<file path="config.mk">
export PLATFORM = sky130hd
export DESIGN_NAME = angle_bias_kalman_filter
export DESIGN_NICKNAME = d
export VERILOG_FILES = /design/src/design/abkf_pkg.sv /design/src/design/abkf_div.sv /design/src/design/abkf_dp.sv /design/src/design/abkf_ctrl.sv /design/src/design/angle_bias_kalman_filter.sv
export SDC_FILE = /design/constraint.sdc
export NUM_CORES = 2
export LEC_CHECK = 0
export BUFFER_PORTS_ARGS = -buffer_cell sky130_fd_sc_hd__buf_2
export CORE_AREA = 2 2 542 409
export CTS_CLUSTER_DIAMETER = 200
export DETAILED_ROUTE_END_ITERATION = 16
export DIE_AREA = 0 0 544 411
export GPL_ROUTABILITY_DRIVEN = 0
export GPL_TIMING_DRIVEN = 1
export PLACE_DENSITY = 0.67
export SLEW_MARGIN = 20
export SYNTH_ARGS = -nofsm -noshare
export SYNTH_HDL_FRONTEND = slang
export SYNTH_SLANG_ARGS = --single-unit
</file>
<file path="constraint.sdc">
create_clock -name clk_i -period 11.51 [get_ports clk_i]
set_clock_uncertainty 0.05 [all_clocks]
set_input_delay 1.7265 -clock clk_i [delete_from_list [all_inputs] [get_ports clk_i]]
set_output_delay 1.7265 -clock clk_i [all_outputs]
set_load 0.02 [all_outputs]
</file>
<file path="src/design/abkf_pkg.sv">
// ----------------------------------------------------------------------------
// abkf_pkg
// Shared types and codes for the angle/bias Kalman filter.
// ----------------------------------------------------------------------------
package abkf_pkg;

  localparam int unsigned CFG_IDX_W = 2;

  localparam logic [CFG_IDX_W-1:0] CFG_ANGLE_NOISE = 2'd0;
  localparam logic [CFG_IDX_W-1:0] CFG_BIAS_NOISE  = 2'd1;
  localparam logic [CFG_IDX_W-1:0] CFG_MEAS_NOISE  = 2'd2;
  localparam logic [CFG_IDX_W-1:0] CFG_START_ANGLE = 2'd3;

  typedef enum logic [4:0] {
    OP_RATE      = 5'd0,
    OP_ANG_PRED  = 5'd1,
    OP_CBD       = 5'd2,
    OP_T1        = 5'd3,
    OP_T2        = 5'd4,
    OP_T3        = 5'd5,
    OP_P00_PRED  = 5'd6,
    OP_P01_PRED  = 5'd7,
    OP_P10_PRED  = 5'd8,
    OP_P11_PRED  = 5'd9,
    OP_INNOV     = 5'd10,
    OP_GAIN      = 5'd11,
    OP_RESID     = 5'd12,
    OP_ANG_CORR  = 5'd13,
    OP_BIAS_CORR = 5'd14,
    OP_P10_CORR  = 5'd15,
    OP_P00_CORR  = 5'd16,
    OP_P11_CORR  = 5'd17,
    OP_P01_CORR  = 5'd18
  } abkf_op_e;

  localparam abkf_op_e OP_FIRST = OP_RATE;
  localparam abkf_op_e OP_LAST  = OP_P01_CORR;

  typedef struct packed {
    logic     load;
    logic     issue;
    abkf_op_e op;
    logic     capture;
  } abkf_cmd_t;

  typedef struct packed {
    logic done;
  } abkf_sts_t;

endpackage

</file>
<file path="src/design/abkf_div.sv">
// ----------------------------------------------------------------------------
// abkf_div
// Two-lane restoring fixed-point divider sharing one divisor, one bit a cycle.
// ----------------------------------------------------------------------------
module abkf_div #(
  parameter int unsigned DW = 32,
  parameter int unsigned FB = 16
) (
  input  logic                 clk_i,
  input  logic                 rst_ni,
  input  logic                 start_i,
  input  logic signed [DW-1:0] num0_i,
  input  logic signed [DW-1:0] num1_i,
  input  logic signed [DW-1:0] den_i,
  output logic                 done_o,
  output logic signed [DW-1:0] quo0_o,
  output logic signed [DW-1:0] quo1_o
);

  localparam int unsigned N  = DW + FB;
  localparam int unsigned CW = $clog2(N + 1);
  localparam logic [N-1:0] LIM_P = {{(N-DW+1){1'b0}}, {(DW-1){1'b1}}};
  localparam logic [N-1:0] LIM_N = LIM_P + N'(1);

  function automatic logic [DW-1:0] mag(input logic signed [DW-1:0] x);
    logic [DW-1:0] r;
    r = x[DW-1] ? DW'(-x) : DW'(x);
    return r;
  endfunction

  logic                 busy_q, busy_d;
  logic                 done_q, done_d;
  logic [CW-1:0]        cnt_q, cnt_d;
  logic [DW-1:0]        den_q, den_d;
  logic [1:0]           neg_q, neg_d;
  logic [N-1:0]         sh_q [2];
  logic [N-1:0]         sh_d [2];
  logic [DW-1:0]        rem_q [2];
  logic [DW-1:0]        rem_d [2];
  logic [N-1:0]         quo_q [2];
  logic [N-1:0]         quo_d [2];
  logic signed [DW-1:0] res_q [2];
  logic signed [DW-1:0] res_d [2];

  always_comb begin
    logic [DW:0]   rs;
    logic          ge;
    logic [N-1:0]  lim;
    logic [N-1:0]  qc;
    rs     = '0;
    ge     = 1'b0;
    lim    = '0;
    qc     = '0;
    busy_d = busy_q;
    done_d = 1'b0;
    cnt_d  = cnt_q;
    den_d  = den_q;
    neg_d  = neg_q;
    for (int l = 0; l < 2; l++) begin
      sh_d[l]  = sh_q[l];
      rem_d[l] = rem_q[l];
      quo_d[l] = quo_q[l];
      res_d[l] = res_q[l];
    end
    if (start_i) begin
      busy_d   = 1'b1;
      cnt_d    = '0;
      den_d    = mag(den_i);
      neg_d[0] = num0_i[DW-1] ^ den_i[DW-1];
      neg_d[1] = num1_i[DW-1] ^ den_i[DW-1];
      sh_d[0]  = {mag(num0_i), {FB{1'b0}}};
      sh_d[1]  = {mag(num1_i), {FB{1'b0}}};
      for (int l = 0; l < 2; l++) begin
        rem_d[l] = '0;
        quo_d[l] = '0;
      end
    end else if (busy_q) begin
      for (int l = 0; l < 2; l++) begin
        rs       = {rem_q[l], sh_q[l][N-1]};
        ge       = rs >= {1'b0, den_q};
        rem_d[l] = ge ? DW'(rs - {1'b0, den_q}) : rs[DW-1:0];
        quo_d[l] = {quo_q[l][N-2:0], ge};
        sh_d[l]  = sh_q[l] << 1;
        lim      = neg_q[l] ? LIM_N : LIM_P;
        qc       = (quo_d[l] > lim) ? lim : quo_d[l];
        if (cnt_q == CW'(N - 1)) begin
          res_d[l] = neg_q[l] ? -$signed(qc[DW-1:0]) : $signed(qc[DW-1:0]);
        end
      end
      if (cnt_q == CW'(N - 1)) begin
        busy_d = 1'b0;
        done_d = 1'b1;
      end else begin
        cnt_d = cnt_q + CW'(1);
      end
    end
  end

  always_ff @(posedge clk_i or negedge rst_ni) begin
    if (!rst_ni) begin
      busy_q <= 1'b0;
      done_q <= 1'b0;
      cnt_q  <= '0;
    end else begin
      busy_q <= busy_d;
      done_q <= done_d;
      cnt_q  <= cnt_d;
    end
  end

  always_ff @(posedge clk_i) begin
    den_q <= den_d;
    neg_q <= neg_d;
    for (int l = 0; l < 2; l++) begin
      sh_q[l]  <= sh_d[l];
      rem_q[l] <= rem_d[l];
      quo_q[l] <= quo_d[l];
      res_q[l] <= res_d[l];
    end
  end

  assign done_o = done_q;
  assign quo0_o = res_q[0];
  assign quo1_o = res_q[1];

endmodule

</file>
<file path="src/design/abkf_dp.sv">
// ----------------------------------------------------------------------------
// abkf_dp
// Filter datapath: state, configuration, shared multiplier and divider.
// ----------------------------------------------------------------------------
module abkf_dp #(
  parameter int unsigned DW = 32,
  parameter int unsigned FB = 16
) (
  input  logic                             clk_i,
  input  logic                             rst_ni,
  input  abkf_pkg::abkf_cmd_t              cmd_i,
  output abkf_pkg::abkf_sts_t              sts_o,
  input  logic                             cfg_we_i,
  input  logic [abkf_pkg::CFG_IDX_W-1:0]   cfg_index_i,
  input  logic [31:0]                      cfg_data_i,
  input  logic signed [31:0]               measured_angle_i,
  input  logic signed [31:0]               gyro_rate_i,
  input  logic [15:0]                      time_step_i,
  output logic signed [31:0]               angle_estimate_o,
  output logic signed [31:0]               bias_estimate_o
);

  localparam int unsigned XW  = ((DW > 32) ? DW : 32) + 2;
  localparam int unsigned NCH = (DW + 15) / 16;
  localparam int unsigned BW  = NCH * 16;
  localparam int unsigned PW  = DW + BW;
  localparam int unsigned MCW = (NCH > 1) ? $clog2(NCH) : 1;

  localparam logic signed [XW-1:0] MAXV_X = XW'((64'sd1 <<< (DW - 1)) - 64'sd1);
  localparam logic signed [XW-1:0] MINV_X = XW'(-(64'sd1 <<< (DW - 1)));
  localparam logic signed [XW-1:0] OMAX_X = XW'(64'sd2147483647);
  localparam logic signed [XW-1:0] OMIN_X = XW'(-64'sd2147483648);
  localparam logic signed [DW-1:0] ONE =
    (FB >= DW - 1) ? {1'b0, {(DW-1){1'b1}}} : DW'(64'sd1 <<< FB);
  localparam logic [PW-1:0] LIM_P = {{(PW-DW+1){1'b0}}, {(DW-1){1'b1}}};
  localparam logic [PW-1:0] LIM_N = LIM_P + PW'(1);

  function automatic logic signed [DW-1:0] sat_x(input logic signed [XW-1:0] x);
    logic signed [DW-1:0] r;
    if (x > MAXV_X) r = MAXV_X[DW-1:0];
    else if (x < MINV_X) r = MINV_X[DW-1:0];
    else r = x[DW-1:0];
    return r;
  endfunction

  function automatic logic signed [DW-1:0] add_s(input logic signed [DW-1:0] a,
                                                 input logic signed [DW-1:0] b);
    logic signed [DW-1:0] r;
    r = sat_x(XW'(a) + XW'(b));
    return r;
  endfunction

  function automatic logic signed [DW-1:0] sub_s(input logic signed [DW-1:0] a,
                                                 input logic signed [DW-1:0] b);
    logic signed [DW-1:0] r;
    r = sat_x(XW'(a) - XW'(b));
    return r;
  endfunction

  function automatic logic [DW-1:0] mag(input logic signed [DW-1:0] x);
    logic [DW-1:0] r;
    r = x[DW-1] ? DW'(-x) : DW'(x);
    return r;
  endfunction

  function automatic logic signed [31:0] sat_o(input logic signed [DW-1:0] v);
    logic signed [XW-1:0] x;
    logic signed [31:0]   r;
    x = XW'(v);
    if (x > OMAX_X) r = OMAX_X[31:0];
    else if (x < OMIN_X) r = OMIN_X[31:0];
    else r = x[31:0];
    return r;
  endfunction

  // state and configuration
  logic signed [DW-1:0] angle_q, angle_d, bias_q, bias_d;
  logic signed [DW-1:0] p00_q, p00_d, p01_q, p01_d, p10_q, p10_d, p11_q, p11_d;
  logic [30:0]          qa_q, qa_d, qb_q, qb_d, rm_q, rm_d;
  logic                 done_q, done_d;
  logic                 mul_busy_q, mul_busy_d, mul_fin_q, mul_fin_d;
  logic [MCW-1:0]       mul_cnt_q, mul_cnt_d;
  abkf_pkg::abkf_op_e   pend_q, pend_d;
  logic                 div_wait_q, div_wait_d;

  // payload
  logic signed [DW-1:0] meas_q, meas_d, gyro_q, gyro_d;
  logic [15:0]          dt_q, dt_d;
  logic signed [DW-1:0] tmp_q, tmp_d, cbd_q, cbd_d, k0_q, k0_d, k1_q, k1_d;
  logic [DW-1:0]        mul_a_q, mul_a_d;
  logic [BW-1:0]        mul_b_q, mul_b_d;
  logic [PW-1:0]        mul_acc_q, mul_acc_d;
  logic                 mul_neg_q, mul_neg_d, mul_fx_q, mul_fx_d;
  logic signed [31:0]   oang_q, oang_d, obias_q, obias_d;

  logic                 div_start, div_done;
  logic signed [DW-1:0] div_q0, div_q1;
  logic signed [DW-1:0] mul_res;
  logic signed [DW-1:0] qa_s, qb_s, rm_s;
  logic [PW-1:0]        mul_sh, mul_lim, mul_cl;
  logic [DW+15:0]       mul_pp;

  assign qa_s = sat_x(XW'(qa_q));
  assign qb_s = sat_x(XW'(qb_q));
  assign rm_s = sat_x(XW'(rm_q));

  assign mul_pp  = (DW+16)'(mul_a_q) * (DW+16)'(mul_b_q[BW-1 -: 16]);
  assign mul_sh  = mul_fx_q ? (mul_acc_q >> FB) : (mul_acc_q >> 16);
  assign mul_lim = mul_neg_q ? LIM_N : LIM_P;
  assign mul_cl  = (mul_sh > mul_lim) ? mul_lim : mul_sh;
  assign mul_res = mul_neg_q ? -$signed(mul_cl[DW-1:0]) : $signed(mul_cl[DW-1:0]);

  abkf_div #(.DW(DW), .FB(FB)) u_div (
    .clk_i  (clk_i),
    .rst_ni (rst_ni),
    .start_i(div_start),
    .num0_i (p00_q),
    .num1_i (p10_q),
    .den_i  (tmp_q),
    .done_o (div_done),
    .quo0_o (div_q0),
    .quo1_o (div_q1)
  );

  always_comb begin
    logic                 mstart;
    logic                 mfx;
    logic signed [DW-1:0] ma;
    logic signed [DW-1:0] mb;
    angle_d = angle_q; bias_d = bias_q;
    p00_d = p00_q; p01_d = p01_q; p10_d = p10_q; p11_d = p11_q;
    qa_d = qa_q; qb_d = qb_q; rm_d = rm_q;
    done_d = 1'b0;
    mul_busy_d = mul_busy_q; mul_fin_d = 1'b0; mul_cnt_d = mul_cnt_q;
    pend_d = pend_q; div_wait_d = div_wait_q;
    meas_d = meas_q; gyro_d = gyro_q; dt_d = dt_q;
    tmp_d = tmp_q; cbd_d = cbd_q; k0_d = k0_q; k1_d = k1_q;
    mul_a_d = mul_a_q; mul_b_d = mul_b_q; mul_acc_d = mul_acc_q;
    mul_neg_d = mul_neg_q; mul_fx_d = mul_fx_q;
    oang_d = oang_q; obias_d = obias_q;
    div_start = 1'b0;
    mstart = 1'b0; mfx = 1'b0; ma = tmp_q; mb = tmp_q;

    if (cfg_we_i) begin
      unique case (cfg_index_i)
        abkf_pkg::CFG_ANGLE_NOISE: qa_d = cfg_data_i[30:0];
        abkf_pkg::CFG_BIAS_NOISE:  qb_d = cfg_data_i[30:0];
        abkf_pkg::CFG_MEAS_NOISE:  rm_d = cfg_data_i[30:0];
        abkf_pkg::CFG_START_ANGLE: begin
          angle_d = sat_x(XW'($signed(cfg_data_i)));
          bias_d  = '0;
          p00_d   = ONE;
          p01_d   = '0;
          p10_d   = '0;
          p11_d   = ONE;
        end
        default: ;
      endcase
    end

    if (cmd_i.load) begin
      meas_d = sat_x(XW'(measured_angle_i));
      gyro_d = sat_x(XW'(gyro_rate_i));
      dt_d   = time_step_i;
    end

    if (cmd_i.capture) begin
      oang_d  = sat_o(angle_q);
      obias_d = sat_o(bias_q);
    end

    if (cmd_i.issue) begin
      unique case (cmd_i.op)
        abkf_pkg::OP_RATE:     begin tmp_d = sub_s(gyro_q, bias_q); done_d = 1'b1; end
        abkf_pkg::OP_T1:       begin tmp_d = sub_s(cbd_q, p01_q); done_d = 1'b1; end
        abkf_pkg::OP_T2:       begin tmp_d = sub_s(tmp_q, p10_q); done_d = 1'b1; end
        abkf_pkg::OP_T3:       begin tmp_d = add_s(tmp_q, qa_s); done_d = 1'b1; end
        abkf_pkg::OP_P01_PRED: begin p01_d = sub_s(p01_q, cbd_q); done_d = 1'b1; end
        abkf_pkg::OP_P10_PRED: begin p10_d = sub_s(p10_q, cbd_q); done_d = 1'b1; end
        abkf_pkg::OP_INNOV:    begin tmp_d = add_s(p00_q, rm_s); done_d = 1'b1; end
        abkf_pkg::OP_RESID:    begin tmp_d = sub_s(meas_q, angle_q); done_d = 1'b1; end
        abkf_pkg::OP_GAIN: begin
          if (tmp_q == '0) begin
            k0_d   = '0;
            k1_d   = '0;
            done_d = 1'b1;
          end else begin
            div_start  = 1'b1;
            div_wait_d = 1'b1;
          end
        end
        abkf_pkg::OP_ANG_PRED:  begin mstart = 1'b1; ma = tmp_q; end
        abkf_pkg::OP_CBD:       begin mstart = 1'b1; ma = p11_q; end
        abkf_pkg::OP_P00_PRED:  begin mstart = 1'b1; ma = tmp_q; end
        abkf_pkg::OP_P11_PRED:  begin mstart = 1'b1; ma = qb_s; end
        abkf_pkg::OP_ANG_CORR:  begin mstart = 1'b1; mfx = 1'b1; ma = k0_q; mb = tmp_q; end
        abkf_pkg::OP_BIAS_CORR: begin mstart = 1'b1; mfx = 1'b1; ma = k1_q; mb = tmp_q; end
        abkf_pkg::OP_P10_CORR:  begin mstart = 1'b1; mfx = 1'b1; ma = k1_q; mb = p00_q; end
        abkf_pkg::OP_P00_CORR:  begin mstart = 1'b1; mfx = 1'b1; ma = k0_q; mb = p00_q; end
        abkf_pkg::OP_P11_CORR:  begin mstart = 1'b1; mfx = 1'b1; ma = k1_q; mb = p01_q; end
        abkf_pkg::OP_P01_CORR:  begin mstart = 1'b1; mfx = 1'b1; ma = k0_q; mb = p01_q; end
        default: ;
      endcase
    end

    if (mstart) begin
      pend_d     = cmd_i.op;
      mul_fx_d   = mfx;
      mul_a_d    = mag(ma);
      mul_b_d    = mfx ? BW'(mag(mb)) : BW'(dt_q);
      mul_neg_d  = mfx ? (ma[DW-1] ^ mb[DW-1]) : ma[DW-1];
      mul_acc_d  = '0;
      mul_cnt_d  = '0;
      mul_busy_d = 1'b1;
    end else if (mul_busy_q) begin
      mul_acc_d = (mul_acc_q << 16) + PW'(mul_pp);
      mul_b_d   = mul_b_q << 16;
      if (mul_cnt_q == MCW'(NCH - 1)) begin
        mul_busy_d = 1'b0;
        mul_fin_d  = 1'b1;
      end else begin
        mul_cnt_d = mul_cnt_q + MCW'(1);
      end
    end

    if (mul_fin_q) begin
      done_d = 1'b1;
      case (pend_q)
        abkf_pkg::OP_ANG_PRED:  angle_d = add_s(angle_q, mul_res);
        abkf_pkg::OP_CBD:       cbd_d   = mul_res;
        abkf_pkg::OP_P00_PRED:  p00_d   = add_s(p00_q, mul_res);
        abkf_pkg::OP_P11_PRED:  p11_d   = add_s(p11_q, mul_res);
        abkf_pkg::OP_ANG_CORR:  angle_d = add_s(angle_q, mul_res);
        abkf_pkg::OP_BIAS_CORR: bias_d  = add_s(bias_q, mul_res);
        abkf_pkg::OP_P10_CORR:  p10_d   = sub_s(p10_q, mul_res);
        abkf_pkg::OP_P00_CORR:  p00_d   = sub_s(p00_q, mul_res);
        abkf_pkg::OP_P11_CORR:  p11_d   = sub_s(p11_q, mul_res);
        abkf_pkg::OP_P01_CORR:  p01_d   = sub_s(p01_q, mul_res);
        default: ;
      endcase
    end

    if (div_wait_q && div_done) begin
      k0_d       = div_q0;
      k1_d       = div_q1;
      div_wait_d = 1'b0;
      done_d     = 1'b1;
    end
  end

  always_ff @(posedge clk_i or negedge rst_ni) begin
    if (!rst_ni) begin
      angle_q    <= '0;
      bias_q     <= '0;
      p00_q      <= ONE;
      p01_q      <= '0;
      p10_q      <= '0;
      p11_q      <= ONE;
      qa_q       <= 31'd66;
      qb_q       <= 31'd197;
      rm_q       <= 31'd1966;
      done_q     <= 1'b0;
      mul_busy_q <= 1'b0;
      mul_fin_q  <= 1'b0;
      mul_cnt_q  <= '0;
      pend_q     <= abkf_pkg::OP_FIRST;
      div_wait_q <= 1'b0;
    end else begin
      angle_q    <= angle_d;
      bias_q     <= bias_d;
      p00_q      <= p00_d;
      p01_q      <= p01_d;
      p10_q      <= p10_d;
      p11_q      <= p11_d;
      qa_q       <= qa_d;
      qb_q       <= qb_d;
      rm_q       <= rm_d;
      done_q     <= done_d;
      mul_busy_q <= mul_busy_d;
      mul_fin_q  <= mul_fin_d;
      mul_cnt_q  <= mul_cnt_d;
      pend_q     <= pend_d;
      div_wait_q <= div_wait_d;
    end
  end

  always_ff @(posedge clk_i) begin
    meas_q    <= meas_d;
    gyro_q    <= gyro_d;
    dt_q      <= dt_d;
    tmp_q     <= tmp_d;
    cbd_q     <= cbd_d;
    k0_q      <= k0_d;
    k1_q      <= k1_d;
    mul_a_q   <= mul_a_d;
    mul_b_q   <= mul_b_d;
    mul_acc_q <= mul_acc_d;
    mul_neg_q <= mul_neg_d;
    mul_fx_q  <= mul_fx_d;
    oang_q    <= oang_d;
    obias_q   <= obias_d;
  end

  assign sts_o.done       = done_q;
  assign angle_estimate_o = oang_q;
  assign bias_estimate_o  = obias_q;

endmodule

</file>
<file path="src/design/abkf_ctrl.sv">
// ----------------------------------------------------------------------------
// abkf_ctrl
// Sequencer: steps the datapath through one filter update per transaction.
// ----------------------------------------------------------------------------
module abkf_ctrl (
  input  logic                clk_i,
  input  logic                rst_ni,
  input  logic                in_valid_i,
  output logic                in_stall_o,
  output logic                out_valid_o,
  input  logic                out_stall_i,
  output abkf_pkg::abkf_cmd_t cmd_o,
  input  abkf_pkg::abkf_sts_t sts_i
);

  localparam logic [1:0] ST_IDLE   = 2'd0;
  localparam logic [1:0] ST_ISSUE  = 2'd1;
  localparam logic [1:0] ST_WAIT   = 2'd2;
  localparam logic [1:0] ST_FINISH = 2'd3;

  logic [1:0]         state_q, state_d;
  abkf_pkg::abkf_op_e op_q, op_d;
  logic               out_valid_q, out_valid_d;

  always_comb begin
    state_d     = state_q;
    op_d        = op_q;
    out_valid_d = out_valid_q & out_stall_i;
    cmd_o       = '{load: 1'b0, issue: 1'b0, op: op_q, capture: 1'b0};
    unique case (state_q)
      ST_IDLE: begin
        if (in_valid_i) begin
          cmd_o.load = 1'b1;
          op_d       = abkf_pkg::OP_FIRST;
          state_d    = ST_ISSUE;
        end
      end
      ST_ISSUE: begin
        cmd_o.issue = 1'b1;
        state_d     = ST_WAIT;
      end
      ST_WAIT: begin
        if (sts_i.done) begin
          if (op_q == abkf_pkg::OP_LAST) begin
            state_d = ST_FINISH;
          end else begin
            op_d    = abkf_pkg::abkf_op_e'(5'(op_q) + 5'd1);
            state_d = ST_ISSUE;
          end
        end
      end
      ST_FINISH: begin
        if (!out_valid_q || !out_stall_i) begin
          cmd_o.capture = 1'b1;
          out_valid_d   = 1'b1;
          state_d       = ST_IDLE;
        end
      end
      default: state_d = ST_IDLE;
    endcase
  end

  always_ff @(posedge clk_i or negedge rst_ni) begin
    if (!rst_ni) begin
      state_q     <= ST_IDLE;
      op_q        <= abkf_pkg::OP_FIRST;
      out_valid_q <= 1'b0;
    end else begin
      state_q     <= state_d;
      op_q        <= op_d;
      out_valid_q <= out_valid_d;
    end
  end

  assign in_stall_o  = (state_q != ST_IDLE);
  assign out_valid_o = out_valid_q;

endmodule

</file>
<file path="src/design/angle_bias_kalman_filter.sv">
// Each update steps through its ops from input accept to output valid; the next
// sample is accepted only once it is finished. NCH = DATA_WIDTH/16 rounded up.
// The ops are 8 adds/subtracts, 10 multiplies over NCH 16-bit chunks (16 bits a
// cycle) and the divider; the divider is skipped on zero innovation variance.
// A result waits in an output register while the next update runs.
// Reset loads default noise values, zero angle and bias, identity covariance.
// ----------------------------------------------------------------------------
// angle_bias_kalman_filter
// Two-state angle/bias Kalman filter with a sequencer and shared datapath.
// ----------------------------------------------------------------------------
module angle_bias_kalman_filter #(
  parameter int unsigned FRAC_BITS  = 16,
  parameter int unsigned DATA_WIDTH = 32
) (
  input  logic                           clk_i,
  input  logic                           rst_ni,
  input  logic                           in_valid_i,
  output logic                           in_stall_o,
  input  logic signed [31:0]             measured_angle_i,
  input  logic signed [31:0]             gyro_rate_i,
  input  logic [15:0]                    time_step_i,
  output logic                           out_valid_o,
  input  logic                           out_stall_i,
  output logic signed [31:0]             angle_estimate_o,
  output logic signed [31:0]             bias_estimate_o,
  input  logic                           cfg_valid_i,
  output logic                           cfg_ready_o,
  input  logic [abkf_pkg::CFG_IDX_W-1:0] cfg_index_i,
  input  logic [31:0]                    cfg_data_i
);

  abkf_pkg::abkf_cmd_t cmd;
  abkf_pkg::abkf_sts_t sts;

  assign cfg_ready_o = 1'b1;

  abkf_ctrl u_ctrl (
    .clk_i      (clk_i),
    .rst_ni     (rst_ni),
    .in_valid_i (in_valid_i),
    .in_stall_o (in_stall_o),
    .out_valid_o(out_valid_o),
    .out_stall_i(out_stall_i),
    .cmd_o      (cmd),
    .sts_i      (sts)
  );

  abkf_dp #(.DW(DATA_WIDTH), .FB(FRAC_BITS)) u_dp (
    .clk_i           (clk_i),
    .rst_ni          (rst_ni),
    .cmd_i           (cmd),
    .sts_o           (sts),
    .cfg_we_i        (cfg_valid_i & cfg_ready_o),
    .cfg_index_i     (cfg_index_i),
    .cfg_data_i      (cfg_data_i),
    .measured_angle_i(measured_angle_i),
    .gyro_rate_i     (gyro_rate_i),
    .time_step_i     (time_step_i),
    .angle_estimate_o(angle_estimate_o),
    .bias_estimate_o (bias_estimate_o)
  );

endmodule

</file>
==> impl_metrics.env <==
export IMPL_min_period_over_period_pct=85.94
export IMPL_tritoncts="done"
export IMPL_synth_most_common_cell="nand2_1"
export IMPL_ys_seq_elements=1032
export IMPL_hold_buffers=0
export IMPL_synth_edff_count=499
export IMPL_clock_fmax_mhz=101.1
export IMPL_yosysTopAreaCellShare_pct=15.32
export IMPL_synth_top_cells_by_area="edfxtp_1 (15%), ha_1 (11%), fa_1 (9.6%), dfrtp_1 (7.5%), a21oi_1 (4.6%)"
export IMPL_failed_checks="max-capacitance violations"
export IMPL_drt_iter0_drc=13740
export IMPL_synthesis_area_sq_um=97790
export IMPL_synth_nets=12790
export IMPL_grt_pass1_wl_mm=553.2
export IMPL_worst_path_max_delay_cell="a31oi_1"
export IMPL_register_area_sq_um=27240
export IMPL_cts_resized=0
export IMPL_grt_remaining_overflow=0
export IMPL_setup_worst_path_class="reg2reg"
export IMPL_die_x_um=544
export IMPL_final_cell_area_sq_um=105100
export IMPL_nFillCells=20420
export IMPL_grt_antenna_before_repair=35
export IMPL_core_area_sq_um=218700
export IMPL_cts_htree_levels=3
export IMPL_report_final_slew_viol_count=0
export IMPL_path_clk_slew_ns=0.08
export IMPL_slew_headroom_pct=1.848
export IMPL_rows=149
export IMPL_tightest_slew_ns=1.453
export IMPL_avgSynthCellArea_sq_um=8.609
export IMPL_root_buffer="clkbuf_16"
export IMPL_die_h_um=411
export IMPL_cp_arrival_ns=10.51
export IMPL_portBuffers=184
export IMPL_initial_core_util_pct=44.72
export IMPL_synth_ff_type="edfxtp_1"
export IMPL_cpMostUsedCell="nand2_1"
export IMPL_drt_wl_total_mm=379.9
export IMPL_numCtsBuffers=105
export IMPL_rsz0062_at_grt="false"
export IMPL_grt_pass1_vias=84940
export IMPL_setup_viol=0
export IMPL_hold_class="reg2reg"
export IMPL_grt_max_degree=147
export IMPL_cts_buffer_depth=3
export IMPL_async_flop_share_pct=30.14
export IMPL_synth_cell_type_count=103
export IMPL_slowest_delay_ns=0.73
export IMPL_drtPass1Iterations=9
export IMPL_die_area_sq_um=223600
export IMPL_clk_insertion_delay_late_ns=0.82
export IMPL_status="finished, violations left"
export IMPL_dp_hpwl_mm=291.6
export IMPL_dpl_cell_area_sq_um=101300
export IMPL_multi_input_area_sq_um=64880
export IMPL_synth_common_cells="nand2_1 (1122), inv_1 (926), nor2_1 (912), a21oi_1 (902), ha_1 (841)"
export IMPL_cp_required_ns=12.13
export IMPL_io_pins=186
export IMPL_synthCells=11360
export IMPL_yosysSeqAreaShare_pct=27.85
export IMPL_hold_ws_ns=0.4188
export IMPL_setup_tns_ns=0
export IMPL_syn_to_final_growth_pct=7.458
export IMPL_vias=92010
export IMPL_final_layout_size_suffix_gt1_share_pct=6.891
export IMPL_drc=0
export IMPL_num_nets_final=12580
export IMPL_post_drt_via_cell_ratio=6.468
export IMPL_start_kind="flip-flop"
export IMPL_track_usage_pct=32.97
export IMPL_post_route_min_period_ns=9.892
export IMPL_yosysWarnings=0
export IMPL_ant_nets=0
export IMPL_endpoint_kind="flip-flop"
export IMPL_max_cap_violations=1
export IMPL_yosysTopAreaCell="edfxtp_1"
export IMPL_finalHoldViolCount=0
export IMPL_clkSinkCount=1032
export IMPL_cp_max_fo=27
export IMPL_wl_per_cell_um=26.71
export IMPL_post_cts_setup_buffers=0
path summary, 6_finish.rpt:
kind,start,end,slack (ns),depth (start not counted)
max,u_dp.mul_neg_q,u_dp.p01_q[19],1.62,32
min,u_dp.mul_acc_q[0],u_dp.mul_acc_q[0],0.42,2
max reg2reg,u_dp.mul_neg_q,u_dp.p01_q[19],1.62,32
min reg2reg,u_dp.mul_acc_q[0],u_dp.mul_acc_q[0],0.42,2
max in group asynchronous,rst_ni,u_dp.u_div.busy_q,8.33,3
min in group asynchronous,rst_ni,u_dp.p00_q[27],0.90,1
critical path: cells and delay by family (launching register included):
| kind | cells | cell delay, ns |
|---|---|---|
| adder cells (fa/ha/maj) | 3 | 1.10 |
| AO/OA/AOI/OAI | 13 | 3.24 |
| buffers and inverters | 4 | 1.18 |
| flip-flops | 1 | 0.56 |
| AND/OR/NAND/NOR | 10 | 3.19 |
| XOR/XNOR | 2 | 0.39 |
logic make-up after synthesis:
group / share of synthesized area, %
simple gates: 16.13
compound gates: 20.79
buf+inv: 6.062
fa+ha+maj: 20.39
flops: 27.85
xor+xnor: 6.037
mux: 2.733
other cells: 0.003835
area by class of cell:
cell class,instances,area share (%)
clock buffers,126,2.625
multi-input cells,8754,61.74
diodes,35,0.08335
repair buffers,333,1.962
well taps,2944,3.505
inverters,929,3.327
clock inverters,73,0.8359
flip-flops and latches,1032,25.92
sequential cells by signal (all words and copies together) (netlist names), 64 cells and up:
signal / count
u_dp.u_div.quo_q: 94
u_dp.u_div.rem_q: 64
u_dp.u_div.sh_q: 64
u_dp.u_div.res_q: 64
u_dp.mul_acc_q: 64
metal layers:
layer,global-route usage (%),part of all wire (%)
met3,16.34,17
met2,42.47,37
met5,2.959,0.32
met1,44.54,40
met4,16.35,6.2
metrics by stage:
stage | instances | util [%] | setup WS, ns
after global placement | 13990 | 46.33 | 1.915
after detailed placement | 13990 | 46.34 | 2.104
after CTS | 14190 | 48.00 | 2.000
after floorplan | 11360 | - | 2.769
after global routing | 14190 | 48.02 | 0.8206
final | 14230 | 48.05 | 1.618
cells in the final DEF (no fill, tap or decap), types with 331 or more instances in the layout:
master,count
a21o_1,331
o21ai_0,585
xnor2_1,440
a21oi_1,897
nor2_1,905
fa_1,468
inv_1,925
edfxtp_1,499
nand2_1,1121
ha_1,841
Power is left out: the tool's default activity adds up to more than one toggle a clock period on the data nets, which glitch-free logic cannot reach.
